<file path="src/hw/rtl/ip_transport_checksum_macros.svh">
// assertion macros for the ip transport checksum block
// no dependencies; taken in by the files that carry assertions
`ifndef IP_TRANSPORT_CHECKSUM_MACROS_SVH
`define IP_TRANSPORT_CHECKSUM_MACROS_SVH

`ifndef NO_ASSERTIONS
// clocked check, disabled while reset is low
`define IPCS_ASSERT_RST(label, clk, rstn, prop) \
  label: assert property (@(posedge clk) disable iff (!rstn) prop) \
    else $error("ipcs assertion failed");
// clocked check that also holds during reset
`define IPCS_ASSERT(label, clk, prop) \
  label: assert property (@(posedge clk) prop) \
    else $error("ipcs assertion failed");
`else
`define IPCS_ASSERT_RST(label, clk, rstn, prop)
`define IPCS_ASSERT(label, clk, prop)
`endif

`endif

</file>
<file path="src/hw/rtl/ipcs_pkg.sv">
// shared types, constants and the ones-complement adder of the checksum block
// no dependencies
package ipcs_pkg;

  localparam int unsigned POSITION_WIDTH = 16;

  typedef logic [POSITION_WIDTH-1:0] pos_t;

  // top of the byte position counter
  localparam pos_t POS_TOP = {POSITION_WIDTH{1'b1}};

  // header field positions
  localparam pos_t POS_V4_TLEN_HI    = pos_t'(2);
  localparam pos_t POS_V4_TLEN_LO    = pos_t'(3);
  localparam pos_t POS_V4_PROTO      = pos_t'(9);
  localparam pos_t POS_V4_ADDR_FIRST = pos_t'(12);
  localparam pos_t POS_V4_ADDR_LAST  = pos_t'(19);
  localparam pos_t POS_V6_PLEN_HI    = pos_t'(4);
  localparam pos_t POS_V6_PLEN_LO    = pos_t'(5);
  localparam pos_t POS_V6_NEXT_HDR   = pos_t'(6);
  localparam pos_t POS_V6_ADDR_FIRST = pos_t'(8);

  localparam logic [3:0] VERSION_FOUR   = 4'h4;
  localparam logic [5:0] IP6_HDR_BYTES  = 6'd40;
  localparam logic [5:0] IP4_MIN_HDR    = 6'd20;

  // per-packet state
  typedef struct packed {
    pos_t        pos;
    logic [15:0] sum;
    logic [7:0]  high;
    logic        mode;
    logic        v4;
    logic [5:0]  hdr;
  } ipcs_state_t;

  typedef struct packed {
    logic [15:0] checksum;
    logic        short_packet;
  } ipcs_result_t;

  // ones-complement add with end-around carry; stays within 16 bits
  function automatic logic [15:0] ipcs_add(input logic [15:0] a, input logic [15:0] b);
    logic [16:0] s;
    s = {1'b0, a} + {1'b0, b};
    return s[15:0] + {15'b0, s[16]};
  endfunction

endpackage

</file>
<file path="src/hw/rtl/ipcs_intf.sv">
// handshake channels of the checksum block: byte input and result output
// no dependencies
interface ipcs_byte_if;
  logic       valid;
  logic       ready;
  logic [7:0] data_byte;
  logic       last;
  logic       mode;

  modport source (output valid, output data_byte, output last, output mode, input ready);
  modport sink   (input valid, input data_byte, input last, input mode, output ready);
endinterface

interface ipcs_result_if;
  logic        valid;
  logic        ready;
  logic [15:0] checksum;
  logic        short_packet;

  modport source (output valid, output checksum, output short_packet, input ready);
  modport sink   (input valid, input checksum, input short_packet, output ready);
endinterface

</file>
<file path="src/hw/rtl/ipcs_step.sv">
// next-state and result logic for one packet byte
// depends on ipcs_pkg
module ipcs_step (
  input  ipcs_pkg::ipcs_state_t  state_i,
  input  logic [7:0]             data_byte_i,
  input  logic                   last_i,
  input  logic                   mode_i,
  output ipcs_pkg::ipcs_state_t  state_o,
  output ipcs_pkg::ipcs_result_t result_o
);
  import ipcs_pkg::*;

  logic                  first;
  logic                  mode_eff;
  logic                  v4_eff;
  logic [5:0]            hdr_eff;
  pos_t                  pos;
  pos_t                  hdr_pos;
  logic [15:0]           lane;
  logic [15:0]           byte_word;
  logic [15:0]           len_word;
  logic [15:0]           word_a;
  logic [15:0]           word_b;
  logic [15:0]           sum_a;
  logic [15:0]           sum_b;
  logic [POSITION_WIDTH:0] count;
  logic                  is_short;

  // header facts come from the first byte itself on position zero
  always_comb begin
    pos      = state_i.pos;
    first    = (pos == '0);
    mode_eff = first ? mode_i : state_i.mode;
    v4_eff   = first ? (data_byte_i[7:4] == VERSION_FOUR) : state_i.v4;
    if (first) begin
      hdr_eff = v4_eff ? {data_byte_i[3:0], 2'b00} : IP6_HDR_BYTES;
    end else begin
      hdr_eff = state_i.hdr;
    end
    hdr_pos = pos_t'(hdr_eff);
  end

  // word views of the byte
  assign lane      = pos[0] ? {8'h00, data_byte_i} : {data_byte_i, 8'h00};
  assign byte_word = {8'h00, data_byte_i};
  assign len_word  = {state_i.high, data_byte_i} - {10'b0, hdr_eff};

  // select at most two words to add for this byte
  always_comb begin
    word_a = '0;
    word_b = '0;
    if (!mode_eff) begin
      word_a = lane;
    end else if (v4_eff) begin
      if (pos == POS_V4_TLEN_LO) begin
        word_a = len_word;
      end else if (pos == POS_V4_PROTO) begin
        word_a = byte_word;
      end else if (pos >= POS_V4_ADDR_FIRST && pos <= POS_V4_ADDR_LAST) begin
        word_a = lane;
      end
      if (pos >= hdr_pos) begin
        word_b = lane;
      end
    end else begin
      if (pos == POS_V6_PLEN_HI || pos == POS_V6_PLEN_LO) begin
        word_a = lane;
      end else if (pos == POS_V6_NEXT_HDR) begin
        word_a = byte_word;
      end
      if (pos >= POS_V6_ADDR_FIRST) begin
        word_b = lane;
      end
    end
  end

  assign sum_a = ipcs_add(state_i.sum, word_a);
  assign sum_b = ipcs_add(sum_a, word_b);

  // header completeness on the last byte
  always_comb begin
    count    = {1'b0, pos} + {{POSITION_WIDTH{1'b0}}, 1'b1};
    is_short = 1'b0;
    if (mode_eff) begin
      if (v4_eff) begin
        is_short = (count < (POSITION_WIDTH+1)'(IP4_MIN_HDR)) ||
                   (count < (POSITION_WIDTH+1)'(hdr_eff));
      end else begin
        is_short = (count < (POSITION_WIDTH+1)'(IP6_HDR_BYTES));
      end
    end
  end

  // next packet state
  always_comb begin
    state_o.mode = mode_eff;
    state_o.v4   = v4_eff;
    state_o.hdr  = hdr_eff;
    if (last_i) begin
      state_o.pos  = '0;
      state_o.sum  = '0;
      state_o.high = '0;
    end else begin
      state_o.pos  = (pos >= POS_TOP) ? (POS_TOP - pos_t'(1)) : (pos + pos_t'(1));
      state_o.sum  = sum_b;
      if (pos == POS_V4_TLEN_HI) begin
        state_o.high = data_byte_i;
      end else if (first) begin
        state_o.high = '0;
      end else begin
        state_o.high = state_i.high;
      end
    end
  end

  assign result_o.checksum     = ~sum_b;
  assign result_o.short_packet = is_short;

endmodule

</file>
<file path="src/hw/rtl/ipcs_out_stage.sv">
// result register with valid flag, parts the result side from the byte side
// depends on ipcs_pkg
module ipcs_out_stage (
  input  logic                   clk_i,
  input  logic                   rst_ni,
  input  logic                   load_i,
  input  ipcs_pkg::ipcs_result_t result_i,
  input  logic                   ready_i,
  output logic                   valid_o,
  output ipcs_pkg::ipcs_result_t result_o
);
  import ipcs_pkg::*;

  logic         valid_q;
  ipcs_result_t result_q;

  // valid flag: set on load, cleared once taken
  always_ff @(posedge clk_i or negedge rst_ni) begin
    if (!rst_ni) begin
      valid_q <= 1'b0;
    end else if (load_i) begin
      valid_q <= 1'b1;
    end else if (ready_i) begin
      valid_q <= 1'b0;
    end
  end

  // result payload
  always_ff @(posedge clk_i) begin
    if (load_i) begin
      result_q <= result_i;
    end
  end

  assign valid_o  = valid_q;
  assign result_o = result_q;

endmodule

</file>
<file path="src/hw/rtl/ip_transport_checksum.sv">
// ip_transport_checksum: Internet checksum over an IP packet, one byte per item.
// depends on ipcs_pkg, ipcs_intf, ipcs_step, ipcs_out_stage and the macros header
//
// byte_i carries data_byte, last and mode; mode is taken on the first byte of a
// packet (0 plain checksum over all bytes, 1 transport checksum with the IPv4 or
// IPv6 pseudo-header). result_o gives one item per packet: the complemented
// folded sum in network order and, in transport mode, a flag for a packet that
// ended inside the IP header.
// Throughput: one byte per cycle while no waiting result stalls the input. The per-byte work is two 16-bit
// end-around-carry adds between the packet state register and the result
// register, and that adder chain sets the cycle.
// Latency: the result is valid in the cycle after the last byte is accepted.
// Reset clears the packet state and the result flag; the block takes bytes as
// soon as reset is released.
// When the receiver stalls, the result stays in its register; while a result
// waits and result_o.ready is low, byte_i.ready is low for every byte, so a
// stall at the result side holds the byte input as well.
`include "ip_transport_checksum_macros.svh"

module ip_transport_checksum (
  input logic          clk_i,
  input logic          rst_ni,
  ipcs_byte_if.sink    byte_i,
  ipcs_result_if.source result_o
);
  import ipcs_pkg::*;

  ipcs_state_t  state_q;
  ipcs_state_t  state_d;
  ipcs_result_t step_result;
  ipcs_result_t out_result;
  logic         out_valid;
  logic         in_acc;

  // input handshake
  assign byte_i.ready = !out_valid || result_o.ready;
  assign in_acc       = byte_i.valid && byte_i.ready;

  ipcs_step u_step (
    .state_i     (state_q),
    .data_byte_i (byte_i.data_byte),
    .last_i      (byte_i.last),
    .mode_i      (byte_i.mode),
    .state_o     (state_d),
    .result_o    (step_result)
  );

  // packet state register
  always_ff @(posedge clk_i or negedge rst_ni) begin
    if (!rst_ni) begin
      state_q <= '0;
    end else if (in_acc) begin
      state_q <= state_d;
    end
  end

  ipcs_out_stage u_out (
    .clk_i    (clk_i),
    .rst_ni   (rst_ni),
    .load_i   (in_acc && byte_i.last),
    .result_i (step_result),
    .ready_i  (result_o.ready),
    .valid_o  (out_valid),
    .result_o (out_result)
  );

  assign result_o.valid        = out_valid;
  assign result_o.checksum     = out_result.checksum;
  assign result_o.short_packet = out_result.short_packet;

  // checks
  `IPCS_ASSERT_RST(a_last_loads_result, clk_i, rst_ni, (in_acc && byte_i.last) |=> out_valid)
  `IPCS_ASSERT_RST(a_last_clears_state, clk_i, rst_ni, (in_acc && byte_i.last) |=> (state_q.pos == '0 && state_q.sum == '0))
  `IPCS_ASSERT(a_stall_blocks_input, clk_i, (out_valid && !result_o.ready) |-> !byte_i.ready)

endmodule

</file>
<file path="src/flat_wrapper.sv">
// flat-port wrapper written by rule: the top's interface ports become plain ports
module ip_transport_checksum_flat import ipcs_pkg::*;
  (clk_i, rst_ni, byte_i_valid, byte_i_data_byte, byte_i_last, byte_i_mode, byte_i_ready, result_o_valid, result_o_checksum, result_o_short_packet, result_o_ready);
  ipcs_byte_if byte_i_i ();
  ipcs_result_if result_o_i ();
  input logic clk_i;
  input logic rst_ni;
  input wire logic [$bits(byte_i_i.valid)-1:0] byte_i_valid;
  input wire logic [$bits(byte_i_i.data_byte)-1:0] byte_i_data_byte;
  input wire logic [$bits(byte_i_i.last)-1:0] byte_i_last;
  input wire logic [$bits(byte_i_i.mode)-1:0] byte_i_mode;
  output wire logic [$bits(byte_i_i.ready)-1:0] byte_i_ready;
  output wire logic [$bits(result_o_i.valid)-1:0] result_o_valid;
  output wire logic [$bits(result_o_i.checksum)-1:0] result_o_checksum;
  output wire logic [$bits(result_o_i.short_packet)-1:0] result_o_short_packet;
  input wire logic [$bits(result_o_i.ready)-1:0] result_o_ready;
  assign byte_i_i.valid = byte_i_valid;
  assign byte_i_i.data_byte = byte_i_data_byte;
  assign byte_i_i.last = byte_i_last;
  assign byte_i_i.mode = byte_i_mode;
  assign byte_i_ready = byte_i_i.ready;
  assign result_o_valid = result_o_i.valid;
  assign result_o_checksum = result_o_i.checksum;
  assign result_o_short_packet = result_o_i.short_packet;
  assign result_o_i.ready = result_o_ready;
  ip_transport_checksum u_core (.clk_i(clk_i), .rst_ni(rst_ni), .byte_i(byte_i_i), .result_o(result_o_i));
endmodule
</file>
<file path="config.mk">
export PLATFORM = sky130hd
export DESIGN_NAME = ip_transport_checksum_flat
export DESIGN_NICKNAME = d
export VERILOG_FILES = /design/src/hw/rtl/ipcs_pkg.sv /design/src/hw/rtl/ipcs_intf.sv /design/src/hw/rtl/ipcs_step.sv /design/src/hw/rtl/ipcs_out_stage.sv /design/src/hw/rtl/ip_transport_checksum.sv /design/src/flat_wrapper.sv
export VERILOG_INCLUDE_DIRS = /design/src /design/src/hw/rtl
export SDC_FILE = /design/constraint.sdc
export NUM_CORES = 1
export LEC_CHECK = 0
export ABC_AREA = 1
export BUFFER_PORTS_ARGS = -buffer_cell sky130_fd_sc_hd__buf_2
export CAP_MARGIN = 20
export CORE_MARGIN = 4
export CORE_UTILIZATION = 55
export CTS_CLUSTER_DIAMETER = 60
export DETAILED_ROUTE_END_ITERATION = 10
export GPL_TIMING_DRIVEN = 0
export PLACE_DENSITY = 0.81
export SYNTH_ARGS = -nofsm -noshare
export SYNTH_HDL_FRONTEND = slang
export SYNTH_SLANG_ARGS = --single-unit
</file>
<file path="constraint.sdc">
create_clock -name clk_i -period 11.8 [get_ports clk_i]
set_input_delay 0.59 -clock clk_i [delete_from_list [all_inputs] [get_ports clk_i]]
set_output_delay 0.59 -clock clk_i [all_outputs]
set_load 0.05 [all_outputs]
</file>
# == Word-level counts from Yosys, hierarchy flattened ==
# Cells that the tools add are included.
# totals
register_bits,66
latchBits,0
ramBits,0
mem_bits_ro,0
inputBits,14
wordCells,66
memories,0
# classes
add_sub_neg,7
multipliers,0
div,0
magnitude_cmp,8
n_eq_ne,7
shift,0
mux,23
bitwise_logic,1
n_reduce_logical,11
# op_table
cell,count
$mux 16,12
$eq 16x3->1 const B,3
$mux 40,1
$add 16x16->17,2
$add 16x1->16,2
$eq 16x2->1 const B,2
$ge 16x4->1 const B,2
$mux 8,3
$add 16x1->17 const B,1
$lt 17x5->1 const B,1
$lt 17x6->1,1
$lt 17x6->1 const B,1
$add 16x1->16 const B,1
$eq 16x4->1 const B,1
$ge 16x16->1 const B,1
$ge 16x6->1,1
$le 16x5->1 const B,1
$logic_not 16->1,1
$not 16->16,1
$sub 16x6->16,1
$mux 6,2
$mux 1,5
$eq 4x3->1 const B,1
$logic_and 1x1->1,3
5 further kinds,7

# == Depth between registers and ports, before layout ==
# depth
depth_word,13
mapped_depth,61
depth_no_buf,61

# == Cells and area by module ==
# From an unflattened synthesis, not the netlist that was laid out.
# unflattened
hier_cells,1141
hier_area_um2,7729.9
# modules_own_cells
mod,instances,cells_each,area_per_inst_um2
ipcs_step,1,907,5272.6
ip_transport_checksum,1,212,1906.8
ipcs_out_stage,1,22,550.5

# == Worst setup path before layout ==
# Ideal clock, no wire load.
# synth_timing
path_kind,register to register
start,reg u_core.state_q[32] (netlist bit)
end,reg u_core.u_out.result_q (netlist bit u_core.u_out.result_o[10]) (data pin)
arrival_time_ps,7235
required_time_ps,11526
setup_slack_ps,4291
path_stages_with_launch,53
path_buffers,0
period_less_slack_ps,7509
path_cell_list,dfrtp_1 inv_1 ha_1 nand2_4 nor2_8 nand2_8 inv_2 nand2_1 o22ai_1 ha_1 inv_1 o21bai_1 nor2_1 nand2_1 nand2_1 nand3_1 nand2_1 nand2_1 [... 17 more ...] nand2_1 xnor2_1 ha_1 nand2_1 nor4_1 nand2_1 nand2_1 a21oi_1 o21bai_1 ha_1 nand2_1 nor2_1 nand2_1 nor2_1 nand2_1 nor2_1 nand3_1 xor2_1
# synth_rtl
element,line_no,text
"start, declared",ip_transport_checksum.sv:28,ipcs_state_t state_q;
"start signal, assigned",ip_transport_checksum.sv:53,state_q <= state_d;
"end signal, assigned",ipcs_out_stage.sv:31,result_q <= result_i;
"end, declared",ipcs_out_stage.sv:15,ipcs_result_t result_q;

==> qor.txt <==
run status -> finished clean
boundary pin count -> 33
skew final -> 0.0100 ns
mux cell area share after synthesis -> 0%
post-synth cell types -> 59
worst path required time -> 11.87 ns
FP Rows -> 41
endpoint class of the critical path -> register
vias in the first global route -> 6656
TNS Setup -> 0 ns
pwr/cell area -> 190 nW/um2
final worst slack -> 2.15 ns
Initial Util -> 56.4%
syn_area_per_cell -> 6.77 um2
GRT Total Usage -> 27.0%
Crit path largest cell delay -> 0.45 ns
Ys Warns -> 0
Worst slew margin -> 54.5%
asr flop ratio synth -> 74.2%
worst-skew pair later-pin latency -> 0.35 ns
ys flop type -> dfrtp_1
post-synthesis compound-gate area fraction -> 15.9%
fin nets -> 1163
critical-path maximum fanout -> 9
Total Wirelength -> 19200 um
Finished Core Util -> 61.7%
clk slew on worst S/H paths -> 0.06 ns
Max Cap Viol -> 0
Seq cells post-synth -> 66
Synth Area in Simple Gates -> 34.8%
post-synthesis xor/xnor area fraction -> 6.00%
TritonCTS clock tree -> built
largest family of logic cells by synthesized area -> simple AND/OR/NAND/NOR gates
Die Width -> 122 um
largest net degree at the start of global routing -> 26
Residual DRC -> 0
hold crit path type -> input port to async pin
Max clock buf depth -> 2
Via Count -> 7124
most frequent cell after synthesis -> nand2_1
most frequent CP cell -> nand2_1
Period minus WS final -> 9.65 ns
synth-to-layout area growth -> 9.44%
initial antenna violation count -> 0
grt met1 use -> 36.4%
top cell type by total area after synthesis -> dfrtp_1
die height -> 122 um
f_max -> 104 MHz
Sink Count -> 66
clock tree root driver cell -> clkbuf_16
# setup viols final -> 0
Worst EP arrival -> 9.72 ns
# resized after CTS -> 0
Routed WL per cell -> 15.1 um
Worst-Margin Slew -> 0.676 ns
# port buffers -> 31
Final Cycle Share -> 81.8%
R2R Path Start -> u_core.state_q[32]
peak supply drop -> 0.000145 V
share of layout cells above drive strength 1 -> 11.3%
startpoint type of the worst setup path -> register
pre-CTS setup slack -> 2.21 ns
postcts setup bufs -> 0
Die ar. -> 14800 um2
Crit-path slowest cell -> dfrtp_1
CTS Buf Count -> 9
final hold violation count -> 0
# diodes -> 0
Layout fillers -> 1211
register area share after synthesis -> 24.4%
remaining global-route overflow -> 0
most frequent cells after synthesis -> 263 x nand2_1, 129 x inv_1, 94 x nor2_1, 81 x nand3_1, 69 x o21ai_0
Core ar. -> 12600 um2
Post-Synthesis Cells -> 1051
critical path type -> register to register
CTS H-Tree Depth -> 3
TritonRoute pass-1 iters -> 6
GR peak layer -> met2
reg2reg setup slack -> 2.15 ns
Synth top area share -> 17.2%
Tot Pwr -> 1480 uW
Post-Synth Adder-Cell Area -> 9.95%
Post-synth EDFFs -> 17
Net Count, Synth -> 1119
Final Max Tran Viols -> 0
first-pass GRT wire length -> 31900 um
GPL Wtd Cong -> 0.938
DP HPWL -> 15200 um
met3 Usage GRT -> 4.55%
synthesized cell area -> 7110 um2
routing usage on met2 -> 42.9%
unrepaired setup endpoints after global routing -> false
drt first-iter violations -> 693
Routed Antenna Nets -> 0
hold_buf cts -> 0
Area contributors post-synth -> dfrtp_1 17%, nand2_1 14%, ha_1 9.0%
vias per cell -> 5.60
Leakage -> 0.00375 uW
critical path launch point -> u_core.state_q[32]
-- registers in the layout, indices dropped and copies added (netlist names) --
| name | count |
|---|---|
| u_core.u_out.result_o | 17 |
| u_core.u_out.valid_o | 1 |
| u_core.state_q | 48 |
-- final cells by class --
class | count | area, um2 | share of cell area, %
Inverter | 141 | 532 | 6.83
Clock inverter | 5 | 31.3 | 0.402
Buffer | 22 | 104 | 1.33
Tap cell | 172 | 215 | 2.76
Sequential cell | 66 | 1740 | 22.3
Multi-Input combinational cell | 822 | 4740 | 60.9
Clock buffer | 11 | 233 | 2.99
Timing Repair Buffer | 33 | 190 | 2.44
-- cell usage in the layout (no fill, tap or decap), types with 4 or more instances in the layout --
cell type,n
nand2_1,263
inv_1,129
nor2_1,93
nand3_1,81
o21ai_0,69
a21oi_1,52
ha_1,51
dfrtp_1,49
buf_2,36
xor2_1,32
nand4_1,21
edfxtp_1,17
clkbuf_1,16
nor3_1,16
a31oi_1,14
xnor2_1,13
nand2_2,11
o21ai_1,11
inv_2,10
o31ai_1,9
clkbuf_16,9
o21bai_1,8
nor2_4,7
nand3_2,6
o211ai_1,6
nand2_4,5
nor2_2,5
nor3_2,4
o21a_1,4
-- where the power goes --
group          switching (uW)  internal (uW)  total [uW]  leakage (uW)
combinational             608            287         895       0.00281
sequential               35.2            297         332      0.000810
clock                     107            142         249      0.000129
total                     750            725        1480       0.00375
-- logic make-up after synthesis --
group,Yosys count
fa+ha+maj,55
flops,66
xor+xnor,47
buf+inv,163
simple gates,529
compound gates,191
-- worst max-delay path: cells and delay by family (launching register included) --
kind	cells	cell delay [ns]
AOI/OAI and AO/OA	8	1.82
xor gates and xnor gates	1	0.18
adders and majority gates	6	1.84
buffers and inverters	4	0.56
DFF	1	0.45
and+or+nand+nor	36	4.53
-- metal layers --
layer	routed length, um	vias up
met3	1520	37
met5	0	-
met2	8510	257
met1	8640	3249
met4	513	0
li1	-	3581
-- path summary, 6_finish.rpt --
path,end,cells after the start
hold reg to reg,u_core.state_q[0],2
setup / recovery,u_core.u_out.result_o[10],55
max in group asynchronous,u_core.state_q[4],2
min in group clk_i,u_core.state_q[0],2
setup reg to reg,u_core.u_out.result_o[10],55
hold / removal,u_core.state_q[44],1
-- metrics by stage --
| step | cells | instance area, um2 | hold WS (ns) |
|---|---|---|---|
| after floorplan | 1051 | 7110 | 0.294 |
| after global placement | 1254 | 7480 | 0.451 |
| final | 1272 | 7790 | 0.250 |
| after CTS | 1272 | 7790 | 0.266 |
| after global routing | 1272 | 7790 | 0.296 |
| after detailed placement | 1256 | 7520 | 0.465 |
No activity file was read; power rests on OpenSTA's default activity.
